<file path="config.mk">
export PLATFORM = sky130hd
export DESIGN_NAME = rtp_header_deframer_top_flat
export DESIGN_NICKNAME = d
export VERILOG_FILES = /design/src/rtl/rtpdfr_pkg.sv /design/src/rtl/rtpdfr_in_if.sv /design/src/rtl/rtpdfr_out_if.sv /design/src/rtl/rtp_header_deframer_top.sv /design/src/flat_wrapper.sv
export SDC_FILE = /design/constraint.sdc
export NUM_CORES = 1
export LEC_CHECK = 0
export BUFFER_PORTS_ARGS = -buffer_cell sky130_fd_sc_hd__buf_2
export CAP_MARGIN = 20
export CORE_UTILIZATION = 53
export CTS_CLUSTER_DIAMETER = 80
export DETAILED_ROUTE_END_ITERATION = 6
export PLACE_DENSITY = 0.73
export SYNTH_ARGS = -nofsm -noshare
export SYNTH_HDL_FRONTEND = slang
export SYNTH_SLANG_ARGS = --single-unit
</file>
<file path="constraint.sdc">
create_clock -name clk -period 9.4 [get_ports clk]
set_input_delay 1.88 -clock clk [delete_from_list [all_inputs] [get_ports clk]]
set_output_delay 1.88 -clock clk [all_outputs]
set_load 0.01 [all_outputs]
</file>
<file path="src/rtl/rtpdfr_pkg.sv">
// ----------------------------------------------------------------------------
// rtpdfr_pkg
// Shared types and constants of the RTP fixed-header deframer.
// ----------------------------------------------------------------------------
`default_nettype none

package rtpdfr_pkg;

	localparam int unsigned MAX_DATAGRAM = 65536;
	localparam int unsigned FIXED_LEN    = 12;

	// byte position saturates at MAX_DATAGRAM, so it has to hold that value
	localparam int unsigned POS_W = $clog2(MAX_DATAGRAM + 1);
	// header length is at most 12 + 4 * 15
	localparam int unsigned HDR_W = 7;
	localparam int unsigned CMP_W = (POS_W > HDR_W) ? POS_W : HDR_W;

	typedef enum logic [1:0] {
		KIND_HEADER  = 2'd0,
		KIND_CSRC    = 2'd1,
		KIND_PAYLOAD = 2'd2,
		KIND_DROP    = 2'd3
	} kind_t;

	typedef struct packed {
		kind_t       kind;
		logic [1:0]  version;
		logic        extension_flag;
		logic [3:0]  source_count;
		logic        marker;
		logic [6:0]  payload_type;
		logic [15:0] sequence_res;
		logic [31:0] stamp;
		logic [31:0] sync_source;
		logic [31:0] data_word;
		logic        packet_end;
	} result_t;

endpackage

`default_nettype wire

</file>
<file path="src/rtl/rtpdfr_in_if.sv">
// ----------------------------------------------------------------------------
// rtpdfr_in_if
// Byte channel into the deframer: one datagram byte per transaction.
// ----------------------------------------------------------------------------
`default_nettype none

interface rtpdfr_in_if;
	logic       valid;
	logic       ready;
	logic [7:0] data_byte;
	logic       last_byte;

	modport source (output valid, output data_byte, output last_byte, input ready);
	modport sink   (input valid, input data_byte, input last_byte, output ready);
endinterface

`default_nettype wire

</file>
<file path="src/rtl/rtpdfr_out_if.sv">
// ----------------------------------------------------------------------------
// rtpdfr_out_if
// Result channel of the deframer: header, csrc word, payload byte or drop.
// ----------------------------------------------------------------------------
`default_nettype none

interface rtpdfr_out_if;
	logic        valid;
	logic        ready;
	logic [1:0]  kind;
	logic [1:0]  version;
	logic        extension_flag;
	logic [3:0]  source_count;
	logic        marker;
	logic [6:0]  payload_type;
	logic [15:0] sequence_res;
	logic [31:0] stamp;
	logic [31:0] sync_source;
	logic [31:0] data_word;
	logic        packet_end;

	modport source (
		output valid, output kind, output version, output extension_flag,
		output source_count, output marker, output payload_type,
		output sequence_res, output stamp, output sync_source,
		output data_word, output packet_end, input ready
	);
	modport sink (
		input valid, input kind, input version, input extension_flag,
		input source_count, input marker, input payload_type,
		input sequence_res, input stamp, input sync_source,
		input data_word, input packet_end, output ready
	);
endinterface

`default_nettype wire

</file>
<file path="src/rtl/rtp_header_deframer_top.sv">
// path: input register, then result register; not every byte gives a result
// throughput: one byte per cycle unless stalled; single header/state update stage
// an output register holds a stalled result while the next byte waits in the
// input register, so the byte channel keeps moving until both are full
// reset: asynchronous, clears the byte position, header registers and valids
// ----------------------------------------------------------------------------
// rtp_header_deframer_top
// Parses the 12-byte RTP fixed header and csrc list, passes payload bytes.
// ----------------------------------------------------------------------------
`default_nettype none

module rtp_header_deframer_top (
	input  wire             clk,
	input  wire             arst_n,
	rtpdfr_in_if.sink       rx,
	rtpdfr_out_if.source    tx
);

	localparam int unsigned POS_W = rtpdfr_pkg::POS_W;
	localparam int unsigned CMP_W = rtpdfr_pkg::CMP_W;

	// input register
	logic       vld_s1;
	logic [7:0] data_s1;
	logic       last_s1;

	// result register
	logic                vld_s2;
	rtpdfr_pkg::result_t res_s2;

	// deframer state
	logic [POS_W-1:0] pos_q;
	logic [15:0]      ftb_q;
	logic [15:0]      seq_q;
	logic [31:0]      stamp_q;
	logic [31:0]      src_q;
	logic [31:0]      csrc_q;

	logic [POS_W-1:0] pos_n;
	logic [15:0]      ftb_n;
	logic [15:0]      seq_n;
	logic [31:0]      stamp_n;
	logic [31:0]      src_n;
	logic [31:0]      csrc_n;

	logic                advance;
	logic                process;
	logic                in_range;
	logic [CMP_W-1:0]    p_ext;
	logic [CMP_W-1:0]    hdr_len;
	logic                emit;
	rtpdfr_pkg::result_t res_n;
	rtpdfr_pkg::result_t drop_res;

	assign advance  = !vld_s2 || tx.ready;
	assign process  = vld_s1 && advance;
	assign rx.ready = !vld_s1 || advance;

	always_ff @(posedge clk or negedge arst_n) begin
		if (!arst_n) begin
			vld_s1 <= 1'b0;
		end else if (rx.ready) begin
			vld_s1 <= rx.valid;
		end
	end

	always_ff @(posedge clk) begin
		if (rx.valid && rx.ready) begin
			data_s1 <= rx.data_byte;
			last_s1 <= rx.last_byte;
		end
	end

	always_comb begin
		pos_n    = pos_q;
		ftb_n    = ftb_q;
		seq_n    = seq_q;
		stamp_n  = stamp_q;
		src_n    = src_q;
		csrc_n   = csrc_q;
		in_range = pos_q < POS_W'(rtpdfr_pkg::MAX_DATAGRAM);
		p_ext    = CMP_W'(pos_q);

		if (in_range) begin
			if (pos_q < POS_W'(2)) begin
				ftb_n = {ftb_q[7:0], data_s1};
			end else if (pos_q < POS_W'(4)) begin
				seq_n = {seq_q[7:0], data_s1};
			end else if (pos_q < POS_W'(8)) begin
				stamp_n = {stamp_q[23:0], data_s1};
			end else if (pos_q < POS_W'(rtpdfr_pkg::FIXED_LEN)) begin
				src_n = {src_q[23:0], data_s1};
			end
		end

		// csrc count is taken from the updated first byte
		hdr_len = CMP_W'(rtpdfr_pkg::FIXED_LEN) + CMP_W'({ftb_n[11:8], 2'b00});

		drop_res            = '0;
		drop_res.kind       = rtpdfr_pkg::KIND_DROP;
		drop_res.packet_end = 1'b1;

		res_n.kind           = rtpdfr_pkg::KIND_HEADER;
		res_n.version        = ftb_n[15:14];
		res_n.extension_flag = ftb_n[12];
		res_n.source_count   = ftb_n[11:8];
		res_n.marker         = ftb_n[7];
		res_n.payload_type   = ftb_n[6:0];
		res_n.sequence_res   = seq_n;
		res_n.stamp          = stamp_n;
		res_n.sync_source    = src_n;
		res_n.data_word      = '0;
		res_n.packet_end     = last_s1;
		emit                 = 1'b0;

		if (in_range) begin
			if (p_ext < CMP_W'(rtpdfr_pkg::FIXED_LEN - 1)) begin
				emit  = last_s1;
				res_n = drop_res;
			end else if (p_ext == CMP_W'(rtpdfr_pkg::FIXED_LEN - 1)) begin
				emit = 1'b1;
				if (last_s1 && (hdr_len > CMP_W'(rtpdfr_pkg::FIXED_LEN))) begin
					res_n = drop_res;
				end
			end else if (p_ext < hdr_len) begin
				csrc_n = {csrc_q[23:0], data_s1};
				// fixed header length is a multiple of four
				if (pos_q[1:0] == 2'b11) begin
					emit            = 1'b1;
					res_n.kind      = rtpdfr_pkg::KIND_CSRC;
					res_n.data_word = csrc_n;
				end else begin
					emit  = last_s1;
					res_n = drop_res;
				end
			end else begin
				emit            = 1'b1;
				res_n.kind      = rtpdfr_pkg::KIND_PAYLOAD;
				res_n.data_word = {24'd0, data_s1};
			end
			pos_n = pos_q + POS_W'(1);
		end else begin
			// saturated: bytes are discarded, only an unfinished header drops
			emit  = last_s1 && (p_ext < hdr_len);
			res_n = drop_res;
		end

		if (last_s1) begin
			pos_n = '0;
		end
	end

	always_ff @(posedge clk or negedge arst_n) begin
		if (!arst_n) begin
			pos_q   <= '0;
			ftb_q   <= '0;
			seq_q   <= '0;
			stamp_q <= '0;
			src_q   <= '0;
			csrc_q  <= '0;
		end else if (process) begin
			pos_q   <= pos_n;
			ftb_q   <= ftb_n;
			seq_q   <= seq_n;
			stamp_q <= stamp_n;
			src_q   <= src_n;
			csrc_q  <= csrc_n;
		end
	end

	always_ff @(posedge clk or negedge arst_n) begin
		if (!arst_n) begin
			vld_s2 <= 1'b0;
		end else if (advance) begin
			vld_s2 <= process && emit;
		end
	end

	always_ff @(posedge clk) begin
		if (process && emit) begin
			res_s2 <= res_n;
		end
	end

	assign tx.valid          = vld_s2;
	assign tx.kind           = res_s2.kind;
	assign tx.version        = res_s2.version;
	assign tx.extension_flag = res_s2.extension_flag;
	assign tx.source_count   = res_s2.source_count;
	assign tx.marker         = res_s2.marker;
	assign tx.payload_type   = res_s2.payload_type;
	assign tx.sequence_res   = res_s2.sequence_res;
	assign tx.stamp          = res_s2.stamp;
	assign tx.sync_source    = res_s2.sync_source;
	assign tx.data_word      = res_s2.data_word;
	assign tx.packet_end     = res_s2.packet_end;

endmodule

`default_nettype wire

</file>
<file path="src/flat_wrapper.sv">
// flat-port wrapper written by rule: the top's interface ports become plain ports
module rtp_header_deframer_top_flat 
  (clk, arst_n, rx_valid, rx_data_byte, rx_last_byte, rx_ready, tx_valid, tx_kind, tx_version, tx_extension_flag, tx_source_count, tx_marker, tx_payload_type, tx_sequence_res, tx_stamp, tx_sync_source, tx_data_word, tx_packet_end, tx_ready);
  rtpdfr_in_if rx_i ();
  rtpdfr_out_if tx_i ();
  input  wire clk;
  input  wire arst_n;
  input wire logic [$bits(rx_i.valid)-1:0] rx_valid;
  input wire logic [$bits(rx_i.data_byte)-1:0] rx_data_byte;
  input wire logic [$bits(rx_i.last_byte)-1:0] rx_last_byte;
  output wire logic [$bits(rx_i.ready)-1:0] rx_ready;
  output wire logic [$bits(tx_i.valid)-1:0] tx_valid;
  output wire logic [$bits(tx_i.kind)-1:0] tx_kind;
  output wire logic [$bits(tx_i.version)-1:0] tx_version;
  output wire logic [$bits(tx_i.extension_flag)-1:0] tx_extension_flag;
  output wire logic [$bits(tx_i.source_count)-1:0] tx_source_count;
  output wire logic [$bits(tx_i.marker)-1:0] tx_marker;
  output wire logic [$bits(tx_i.payload_type)-1:0] tx_payload_type;
  output wire logic [$bits(tx_i.sequence_res)-1:0] tx_sequence_res;
  output wire logic [$bits(tx_i.stamp)-1:0] tx_stamp;
  output wire logic [$bits(tx_i.sync_source)-1:0] tx_sync_source;
  output wire logic [$bits(tx_i.data_word)-1:0] tx_data_word;
  output wire logic [$bits(tx_i.packet_end)-1:0] tx_packet_end;
  input wire logic [$bits(tx_i.ready)-1:0] tx_ready;
  assign rx_i.valid = rx_valid;
  assign rx_i.data_byte = rx_data_byte;
  assign rx_i.last_byte = rx_last_byte;
  assign rx_ready = rx_i.ready;
  assign tx_valid = tx_i.valid;
  assign tx_kind = tx_i.kind;
  assign tx_version = tx_i.version;
  assign tx_extension_flag = tx_i.extension_flag;
  assign tx_source_count = tx_i.source_count;
  assign tx_marker = tx_i.marker;
  assign tx_payload_type = tx_i.payload_type;
  assign tx_sequence_res = tx_i.sequence_res;
  assign tx_stamp = tx_i.stamp;
  assign tx_sync_source = tx_i.sync_source;
  assign tx_data_word = tx_i.data_word;
  assign tx_packet_end = tx_i.packet_end;
  assign tx_i.ready = tx_ready;
  rtp_header_deframer_top u_core (.clk(clk), .arst_n(arst_n), .rx(rx_i), .tx(tx_i));
endmodule
</file>
Word level (Yosys, flattened, before mapping)

Cells that the tools add are included.

Register bits: 278
Latch bits: 0
Bits in writable memories: 0
ROM bits: 0
Input port bits: 13
Output and inout bits: 132
Logic and storage cells: 82
Memories: 0

$add $sub $neg: 2
Multiply operators: 0
Divide/modulo/power cells: 0
Order comparisons: 8
Equal/unequal tests: 2
Shift operators: 0
Muxes and demuxes: 31
Bitwise logic cells: 3
Reduce and logical (&&, ||, !) cells: 14

Operators with widths:

| kind                                                                    | number |
|---|---|
| 32-bit 2-to-1 mux                                                       | 11 |
| 130-bit 2-to-1 mux                                                      | 2 |
| 95-bit 2-to-1 mux                                                       | 2 |
| 16-bit 2-to-1 mux                                                       | 5 |
| 17-bit by 4-bit < comparator with 1-bit output (second input constant)  | 3 |
| 17-bit 2-to-1 mux                                                       | 2 |
| 17-bit by 1-bit adder with 17-bit output (second input constant)        | 1 |
| 17-bit by 4-bit equality test with 1-bit output (second input constant) | 1 |
| 17-bit by 4-bit > comparator with 1-bit output (second input constant)  | 1 |
| 17-bit < comparator                                                     | 1 |
| 17-bit < comparator (second input constant)                             | 1 |
| 17-bit by 2-bit < comparator with 1-bit output (second input constant)  | 1 |
| 17-bit by 3-bit < comparator with 1-bit output (second input constant)  | 1 |
| 4-bit by 6-bit adder with 7-bit output (first input constant)           | 1 |
| 1-bit 2-to-1 mux                                                        | 7 |
| 1-bit logical AND                                                       | 5 |
| 5-bit AND reduction                                                     | 1 |
| 2-bit 2-to-1 mux                                                        | 2 |
| 1-bit inverter                                                          | 3 |
| 3-bit AND reduction                                                     | 1 |
| 2-bit equality test (second input constant)                             | 1 |
| 1-bit logical NOT                                                       | 2 |
| 1-bit logical OR                                                        | 2 |
| 2-bit AND reduction                                                     | 1 |
| 2 further kinds                                                         | 2 |

Longest topological paths before layout

Gate-level depths: netlist of the first run.

Word-level depth: 10
Mapped depth: 16
Depth with buffers taken out: 11

Worst setup path before layout of the first run

No wires, ideal clock.

Kind: flip-flop to flip-flop
From: reg u_core.pos_q[5], in the netlist u_core.p_ext[5]
To: reg u_core.res_s2 (netlist bit u_core.tx.data_word[0]), enable pin
Library setup time: 662 ps
Data arrival time: 9311 ps
Required time: 8738 ps
Path slack: -573 ps
Stages on the path, launching flop included: 16
Path buffers: 4
Clock period less this slack: 9973 ps
Path through: dfrtp_1 > buf_2 > nor4_4 > and4_4 > and2_1 > buf_6 > mux2_2 > xnor2_1 > ha_1 > nand2_1 > nor3_1 > or4_1 > o211ai_2 > buf_6 > buf_4 > a21oi_1

Word-level cells in the longest chain between the ends: 10
Elaborated cells on any way between the ends: 14
Classes of those cells: 1 x add/sub; 4 x order compare; 1 x eq/ne; 6 x mux; 2 x reduce/logical

RTL lines:

| what                                           | line                                                           | source |
|---|---|---|
| start: declaration                             | rtp_header_deframer_top.sv:32                                  | `logic [POS_W-1:0] pos_q;` |
| start signal: assignment                       | rtp_header_deframer_top.sv:162                                 | `pos_q <= pos_n;` |
| 17-bit by 2-bit < comparator with 1-bit output | rtp_header_deframer_top.sv:85                                  | `if (pos_q < POS_W'(2)) begin` |
| 16-bit 2-to-1 mux                              | rtp_header_deframer_top.sv:85                                  |  |
| 16-bit 2-to-1 mux                              | rtp_header_deframer_top.sv:84                                  | `if (in_range) begin` |
| 4-bit by 6-bit adder with 7-bit output         | rtp_header_deframer_top.sv:97                                  | `hdr_len = CMP_W'(rtpdfr_pkg::FIXED_LEN) + CMP_W'({ftb_n[11:8], 2'b00});` |
| 17-bit < comparator                            | rtp_header_deframer_top.sv:125, rtp_header_deframer_top.sv:144 |  |
| 1-bit 2-to-1 mux                               | rtp_header_deframer_top.sv:125                                 | `end else if (p_ext < hdr_len) begin` |
| 1-bit 2-to-1 mux                               | rtp_header_deframer_top.sv:120                                 | `end else if (p_ext == CMP_W'(rtpdfr_pkg::FIXED_LEN - 1)) begin` |
| 1-bit 2-to-1 mux                               | rtp_header_deframer_top.sv:117                                 | `if (p_ext < CMP_W'(rtpdfr_pkg::FIXED_LEN - 1)) begin` |
| 1-bit 2-to-1 mux (*)                           | rtp_header_deframer_top.sv:116                                 | `if (in_range) begin` |
| 1-bit logical AND (*)                          | rtp_header_deframer_top.sv:180                                 | `if (process && emit) begin` |
| end signal: assignment                         | rtp_header_deframer_top.sv:181                                 | `res_s2 <= res_n;` |
| end: declaration                               | rtp_header_deframer_top.sv:29                                  | `rtpdfr_pkg::result_t res_s2;` |

Mark *: on every way between the ends. The rest lies on a longest branch, timed or not.
A chain may end at the register's enable or synchronous reset.

Worst setup path after layout of the first run

From: reg u_core.pos_q[16], in the netlist u_core.p_ext[16]
To: reg u_core.res_s2 (netlist bit u_core.tx.sync_source[27]), data pin

Word-level cells in the longest chain between the ends: 9
Elaborated cells on any way between the ends: 24
Classes of those cells: 1 x add/sub; 8 x order compare; 1 x eq/ne; 11 x mux; 1 x bitwise; 2 x reduce/logical

RTL lines:

| what |
|---|
| branches (longest 9 deep; another with 17-bit by 2-bit < comparator with 1-bit output) |

Several ways; the timed one is not identified.

==> results.py, run 1 <==
metrics = {
    "clock_tree": {
        "cts_buffers": 29,
        "postCtsSetupBuffers": 0,
        "holdBufCountCts": 0,
        "clock_latency_ns": 0.54,
        "numClockSinks": 277,
        "cts-root-buf": "clkbuf_16",
        "cts-resized-gates": 0,
        "htreeDepth": 1,
        "clk_pin_slew_ns": 0.06,
        "clockBufferDepth": 3,
        "cts_tree": "yes",
    },
    "setup_path": {
        "crit_path_end_kind": "flop",
        "crit_path_cell_trace": "nor4_4, and4_4, and2_1, mux2i_1, ha_1, ha_1, and4_1, a2111o_1, o211ai_4, buf_4, nor3_1",
        "slowest_stage": "and2_1",
        "critical_path.endpoint": "u_core.tx.sync_source[27]",
        "cp.buffers_inverters": 1,
        "cp.depth": 11,
        "worst_path_largest_cell_delay_ns": 0.87,
        "cp.arrival_ns": 5.66,
        "r2r-start": "u_core.p_ext[16]",
        "crit_type": "flop to flop",
        "r2r-end": "u_core.tx.sync_source[27]",
        "reg2regPathDepth": 11,
        "cp-startpoint": "u_core.p_ext[16]",
        "r2r_slack_ns": 3.98,
        "cp_max_fo": 97,
        "cp_top_family": "simple AND/OR/NAND/NOR gates",
        "critPathMostFrequentCell": "ha_1",
        "cp-start-kind": "flop",
        "required_ns": 9.64,
    },
    "logic_synthesis": {
        "syn_area_per_cell_sq_um": 14.4,
        "yosysWarningCount": 0,
        "syn-cell-area_sq_um": 12200,
        "synth_seq_cells": 277,
        "synth-main-ff-cell": "edfxtp_1",
        "synth_top_area_cell": "edfxtp_1",
        "synth_edf_count": 139,
        "async_flop_share": 0.498,
        "synthTopCellsByArea": "edfxtp_1, dfrtp_1, mux2i_1, mux2_2, nor3_1",
        "seq_area_frac_synth": 0.627,
        "synth_top_area_frac": 0.343,
        "syn-num-nets": 861,
        "synth_cell_types": 53,
        "synth_cells": 842,
    },
    "drt": {
        "wl_mm": 24.2,
        "drtPass1Iterations": 7,
        "wire_per_inst_um": 19.1,
        "drc": 0,
        "via_per_inst": 5.68,
        "drt-met1-wl_mm": 11.0,
        "routed.top_layer": "met4",
        "drt.antenna.violating_nets": 0,
        "met3_wirelength_mm": 1.18,
        "drt-initial-drc-count": 507,
        "vias": 7201,
        "dr_wl_met2_mm": 11.4,
    },
    "sta": {
        "hold_violations": 0,
        "timing.slew.headroom": 0.264,
        "worstMarginPinSlew_ns": 1.10,
        "fmax_ghz": 0.185,
        "drv_slew": 0,
        "layout_setup_ws_ns": 3.98,
        "setup_viol": 0,
        "post-route-min-period_ns": 5.42,
        "grt_setup_unrepaired": "no",
        "finalCritPeriodShare": 0.576,
        "tns_ns": 0,
        "whs_ns": 0.486,
        "skew_ns": 0.00844,
    },
    "power_and_ir_drop": {
        "p_sw_w": 0.000850,
        "p_seq_frac": 0.471,
        "ir_drop_uv": 172,
        "clkPwrFrac": 0.374,
        "p_comb_frac": 0.155,
        "powerDensity_nw_per_um2": 235,
        "p_leak_nw": 6.25,
        "p_int_w": 0.00244,
        "swShare": 0.258,
    },
    "layout": {
        "num_antenna_cells": 0,
        "final_nets": 978,
        "fill_cells": 1766,
        "area_growth_pct": 15.1,
        "finish.instance_area_sq_um": 14000,
        "drive_gt1_frac": 0.334,
        "layout.cells.non_filler": 1267,
    },
    "grt": {
        "track_usage": 0.210,
        "grt_max_degree": 114,
        "grt_first_pass_wirelength_mm": 39.0,
        "grt_pass1_vias": 7099,
        "gr-total-overflow": 0,
        "antenna_found_initial": 0,
    },
    "run_status": {
        "status": "finished clean",
    },
    "floorplanning": {
        "coreArea_sq_um": 22600,
        "die_area_sq_um": 23500,
        "die_y_um": 153,
        "rows": 55,
        "start_util": 0.539,
        "num_io_pins": 145,
        "die_w_um": 153,
    },
    "place": {
        "dpl_cell_area_sq_um": 12900,
        "globalplace.congestion": 0.850,
        "dp_slack_ns": 4.04,
        "dp.cells": 1212,
        "dp_hpwl_mm": 14.7,
        "portBuffers": 144,
    },
    "run": {
        "drv_cap": 0,
    },
    "worst_hold_path": {
        "min_path_type": "flop to flop",
    },
}
-- sequential cells by signal, indices dropped and copies added (netlist names), 8 cells and up --
| register | flops |
|---|---|
| u_core.tx.sync_source | 32 |
| u_core.ftb_q | 15 |
| u_core.csrc_q | 24 |
| u_core.p_ext | 17 |
| u_core.seq_q | 16 |
| u_core.data_s1 | 8 |
| u_core.tx.stamp | 32 |
| u_core.stamp_q | 32 |
| u_core.tx.data_word | 32 |
| u_core.tx.sequence_res | 16 |
| u_core.src_q | 32 |
-- layer usage --
metal,GRT usage,vias up
met5,0,-
met4,0.0662,0
met3,0.0281,42
met2,0.333,196
met1,0.301,3586
li1,-,3377
-- power groups by stage --
stage          Clock (W)  Sequential [W]  Combinational [W]
3_5_place_dp           0         0.00157           0.000510
6_report         0.00123         0.00155           0.000511
4_1_cts          0.00125         0.00155           0.000515
2_1_floorplan          0         0.00154           0.000400
5_1_grt          0.00130         0.00157           0.000565
3_3_place_gp           0         0.00157           0.000499
-- logic make-up after synthesis --
| kind of cell | after synthesis | share of synthesized area |
|---|---|---|
| flip-flops | 277 | 0.627 |
| AND/OR/NAND/NOR | 223 | 0.105 |
| multiplexers | 213 | 0.197 |
| buffers and inverters | 70 | 0.0341 |
| AO/OA/AOI/OAI | 43 | 0.0235 |
| XOR/XNOR | 10 | 0.00721 |
| adder cells (fa/ha/maj) | 6 | 0.00618 |
-- cell usage after synthesis (2+ instances only) --
cell type,n
buf_2,21
buf_1,12
nand4_1,6
nor4_1,2
and4_1,5
buf_6,13
nand2_1,15
o21ai_0,14
a211o_1,2
buf_4,7
nor2b_1,4
inv_1,4
mux2_1,6
ha_1,6
or2_1,2
a31oi_1,5
nor4_4,2
mux2i_1,95
mux2_2,82
nor2_1,18
o211ai_1,2
nor3_1,102
and3_1,28
nand3_1,7
and2_1,10
or3_1,5
xnor2_1,9
clkbuf_1,12
dfrtp_1,138
nor3b_1,3
a21oi_1,10
nor4b_1,2
edfxtp_1,139
nand2b_1,5
nand3_4,2
mux2_4,30
-- metrics by stage --
stage           util  total power (W)
2_1_floorplan      -          0.00194
3_3_place_gp   0.573          0.00207
3_5_place_dp   0.573          0.00208
4_1_cts        0.619          0.00332
5_1_grt        0.620          0.00343
6_report       0.620          0.00329
-- layout make-up --
class                      count  area [sq um]  share of cell area
timing repair buffer         152           812              0.0580
inverter                       4          15.0             0.00107
multi-input combinational    495          4140               0.296
sequential                   277          7630               0.545
tap                          285           357              0.0255
clock inverter                18           249              0.0178
clock buffer                  36           793              0.0567
-- worst register-to-register path, stage by stage, from the launching register on --
cell and delay (ns):
dfrtp_1 0.53, nor4_4 0.43, and4_4 0.31, and2_1 0.87, mux2i_1 0.41, ha_1 0.30
ha_1 0.29, and4_1 0.21, a2111o_1 0.48, o211ai_4 0.22, buf_4 0.82, nor3_1 0.26
-- cells in the final DEF, fill, tap and decap left out, types with 5 or more instances in the layout --
cell type / n
clkinv_2: 7
mux2_1: 6
o21ai_0: 14
nor3_1: 102
nand2b_1: 5
nand2_1: 15
a31oi_1: 5
buf_2: 143
mux2_2: 82
nand4_1: 6
mux2i_1: 95
and4_1: 5
edfxtp_1: 139
mux2_4: 30
xnor2_1: 9
and3_1: 28
nor2_1: 18
dfrtp_1: 138
clkbuf_16: 30
nand3_1: 7
or3_1: 5
and2_1: 10
a21oi_1: 9
ha_1: 6
buf_4: 6
bufinv_16: 6
-- how the worst min path moves through the flow --
| stage | from | cells after the start | to | slack [ns] |
|---|---|---|---|---|
| after floorplan | u_core.csrc_q[16] | 1 | u_core.csrc_q[16] | 0.46 |
| after global placement | u_core.csrc_q[22] | 1 | u_core.csrc_q[22] | 0.47 |
| after detailed placement | u_core.csrc_q[22] | 1 | u_core.csrc_q[22] | 0.47 |
| after CTS | u_core.csrc_q[22] | 1 | u_core.csrc_q[22] | 0.49 |
| after global routing | u_core.csrc_q[21] | 1 | u_core.csrc_q[21] | 0.51 |
| final | u_core.csrc_q[22] | 1 | u_core.csrc_q[22] | 0.49 |
(Power assumes the default switching activity.)
==> run 2: changes to the inputs <==
- CORE_UTILIZATION: 53 -> 58
- PLACE_DENSITY: 0.73 -> 0.75
- clock period: 9.4 -> 5.3 ns (I/O delays scaled with it)
==> results.py, run 2 (synthesized netlist as in run 1, its figures left out) <==
metrics = {
    "clock_tree": {
        "cts-resized-gates": 0,
        "cts_buffers": 27,
        "numClockSinks": 277,
        "clock_latency_ns": 0.53,
        "clockBufferDepth": 3,
        "htreeDepth": 1,
        "cts-root-buf": "clkbuf_16",
        "holdBufCountCts": 0,
        "postCtsSetupBuffers": 0,
        "clk_pin_slew_ns": 0.06,
        "cts_tree": "yes",
    },
    "drt": {
        "via_per_inst": 5.66,
        "drtPass1Iterations": 5,
        "drt-initial-drc-count": 391,
        "drt.antenna.violating_nets": 0,
        "wl_mm": 22.8,
        "drc": 0,
        "vias": 7067,
        "wire_per_inst_um": 18.2,
    },
    "setup_path": {
        "cp-start-kind": "flop",
        "cp.arrival_ns": 4.58,
        "cp_max_fo": 77,
        "crit_path_end_kind": "flop",
        "required_ns": 5.44,
        "crit_type": "flop to flop",
    },
    "sta": {
        "drv_slew": 0,
        "skew_ns": 0.0206,
        "fmax_ghz": 0.225,
        "post-route-min-period_ns": 4.44,
        "worstMarginPinSlew_ns": 1.06,
        "setup_viol": 0,
        "finalCritPeriodShare": 0.838,
        "hold_violations": 0,
        "grt_setup_unrepaired": "no",
        "tns_ns": 0,
        "timing.slew.headroom": 0.296,
        "layout_setup_ws_ns": 0.861,
    },
    "layout": {
        "multi_input_area_sq_um": 4160,
        "layout_commonest_cell": "buf_2",
        "fill_cells": 1417,
        "regArea_sq_um": 7630,
        "area_growth_pct": 13.7,
        "final_nets": 977,
        "mostFrequentLayoutCells": "buf_2, edfxtp_1, dfrtp_1, nor3_1, mux2i_1",
        "drive_gt1_frac": 0.331,
        "num_antenna_cells": 0,
    },
    "floorplanning": {
        "num_io_pins": 145,
        "rows": 52,
        "die_y_um": 147,
        "die_area_sq_um": 21500,
        "die_w_um": 147,
        "start_util": 0.597,
        "coreArea_sq_um": 20400,
    },
    "worst_hold_path": {
        "min_path_type": "flop to flop",
    },
    "place": {
        "dp_hpwl_mm": 14.0,
        "dp_slack_ns": 0.920,
        "portBuffers": 144,
        "globalplace.congestion": 0.878,
    },
    "power_and_ir_drop": {
        "ir_drop_uv": 218,
        "powerDensity_nw_per_um2": 400,
        "p_sw_w": 0.00144,
        "p_leak_nw": 6.16,
        "p_seq_frac": 0.497,
        "clkPwrFrac": 0.337,
        "p_int_w": 0.00409,
        "p_comb_frac": 0.166,
        "swShare": 0.260,
    },
    "grt": {
        "track_usage": 0.217,
        "grt_first_pass_wirelength_mm": 36.9,
        "gr-total-overflow": 0,
        "grt_pass1_vias": 6780,
        "antenna_found_initial": 0,
        "grt_max_degree": 101,
    },
    "run": {
        "drv_cap": 0,
    },
    "run_status": {
        "status": "finished clean",
    },
}
==> run 2: changes by cell type in the layout (fill, tap and decap cells not counted), sizes merged <==
cell and delta:
buf +1, bufinv -3, inv -1
==> run 2: path summary, 6_finish.rpt <==
path | cells past startpoint | slack, ns | end | start
worst min register to register | 1 | 0.49 | u_core.seq_q[10] | u_core.seq_q[10]
max in group asynchronous | 2 | 3.62 | u_core.ftb_q[0] | arst_n
worst max-delay path | 11 | 0.86 | u_core.tx.data_word[30] | u_core.p_ext[16]
worst min-delay path | 1 | 0.49 | u_core.seq_q[10] | u_core.seq_q[10]
worst max register to register | 11 | 0.86 | u_core.tx.data_word[30] | u_core.p_ext[16]
min in group asynchronous | 1 | 0.61 | u_core.vld_s1 | arst_n
==> run 2: layer usage <==
metal / vias up / part of all wire / wire [um] / GRT usage
met5: - / 0 / 0 / 0
met4: 0 / 0.019 / 424 / 0.0531
met3: 36 / 0.042 / 965 / 0.0295
met2: 169 / 0.46 / 10600 / 0.342
met1: 3471 / 0.47 / 10800 / 0.322
li1: 3391 / - / - / -
==> run 2: power by group through the flow <==
stage	registers [W]	logic, W	clock network [W]
4_1_cts	0.00274	0.000920	0.00191
5_1_grt	0.00279	0.00100	0.00199
6_report	0.00275	0.000917	0.00187
3_3_place_gp	0.00278	0.000894	0
2_1_floorplan	0.00273	0.000726	0
3_5_place_dp	0.00279	0.000913	0
==> run 2: area by class of cell <==
| type | instances | area share |
|---|---|---|
| multi-input combinational | 495 | 0.301 |
| clock inverter | 14 | 0.0103 |
| tap | 270 | 0.0244 |
| clock buffer | 36 | 0.0528 |
| inverter | 4 | 0.00109 |
| timing repair buffer | 153 | 0.0584 |
| sequential | 277 | 0.552 |
==> run 2: metrics by stage <==
step / util / area (sq um) / cells / hold slack [ns] / power, W
2_1_floorplan: - / 12200 / 842 / 0.456 / 0.00346
3_3_place_gp: 0.636 / 12900 / 1199 / 0.468 / 0.00367
3_5_place_dp: 0.636 / 12900 / 1199 / 0.475 / 0.00370
4_1_cts: 0.679 / 13800 / 1249 / 0.494 / 0.00557
5_1_grt: 0.679 / 13800 / 1249 / 0.514 / 0.00578
6_report: 0.679 / 13800 / 1249 / 0.493 / 0.00553
==> run 2: worst max-delay path: stages, from the launching register on <==
cell and delay [ns]:
dfrtp_1 0.53, nor4_4 0.40, and4_4 0.30, and2_4 0.36
mux2i_2 0.32, ha_1 0.29, ha_1 0.29, and4_1 0.24
a2111o_1 0.23, o211ai_4 0.13, a21oi_4 0.19, buf_4 0.74
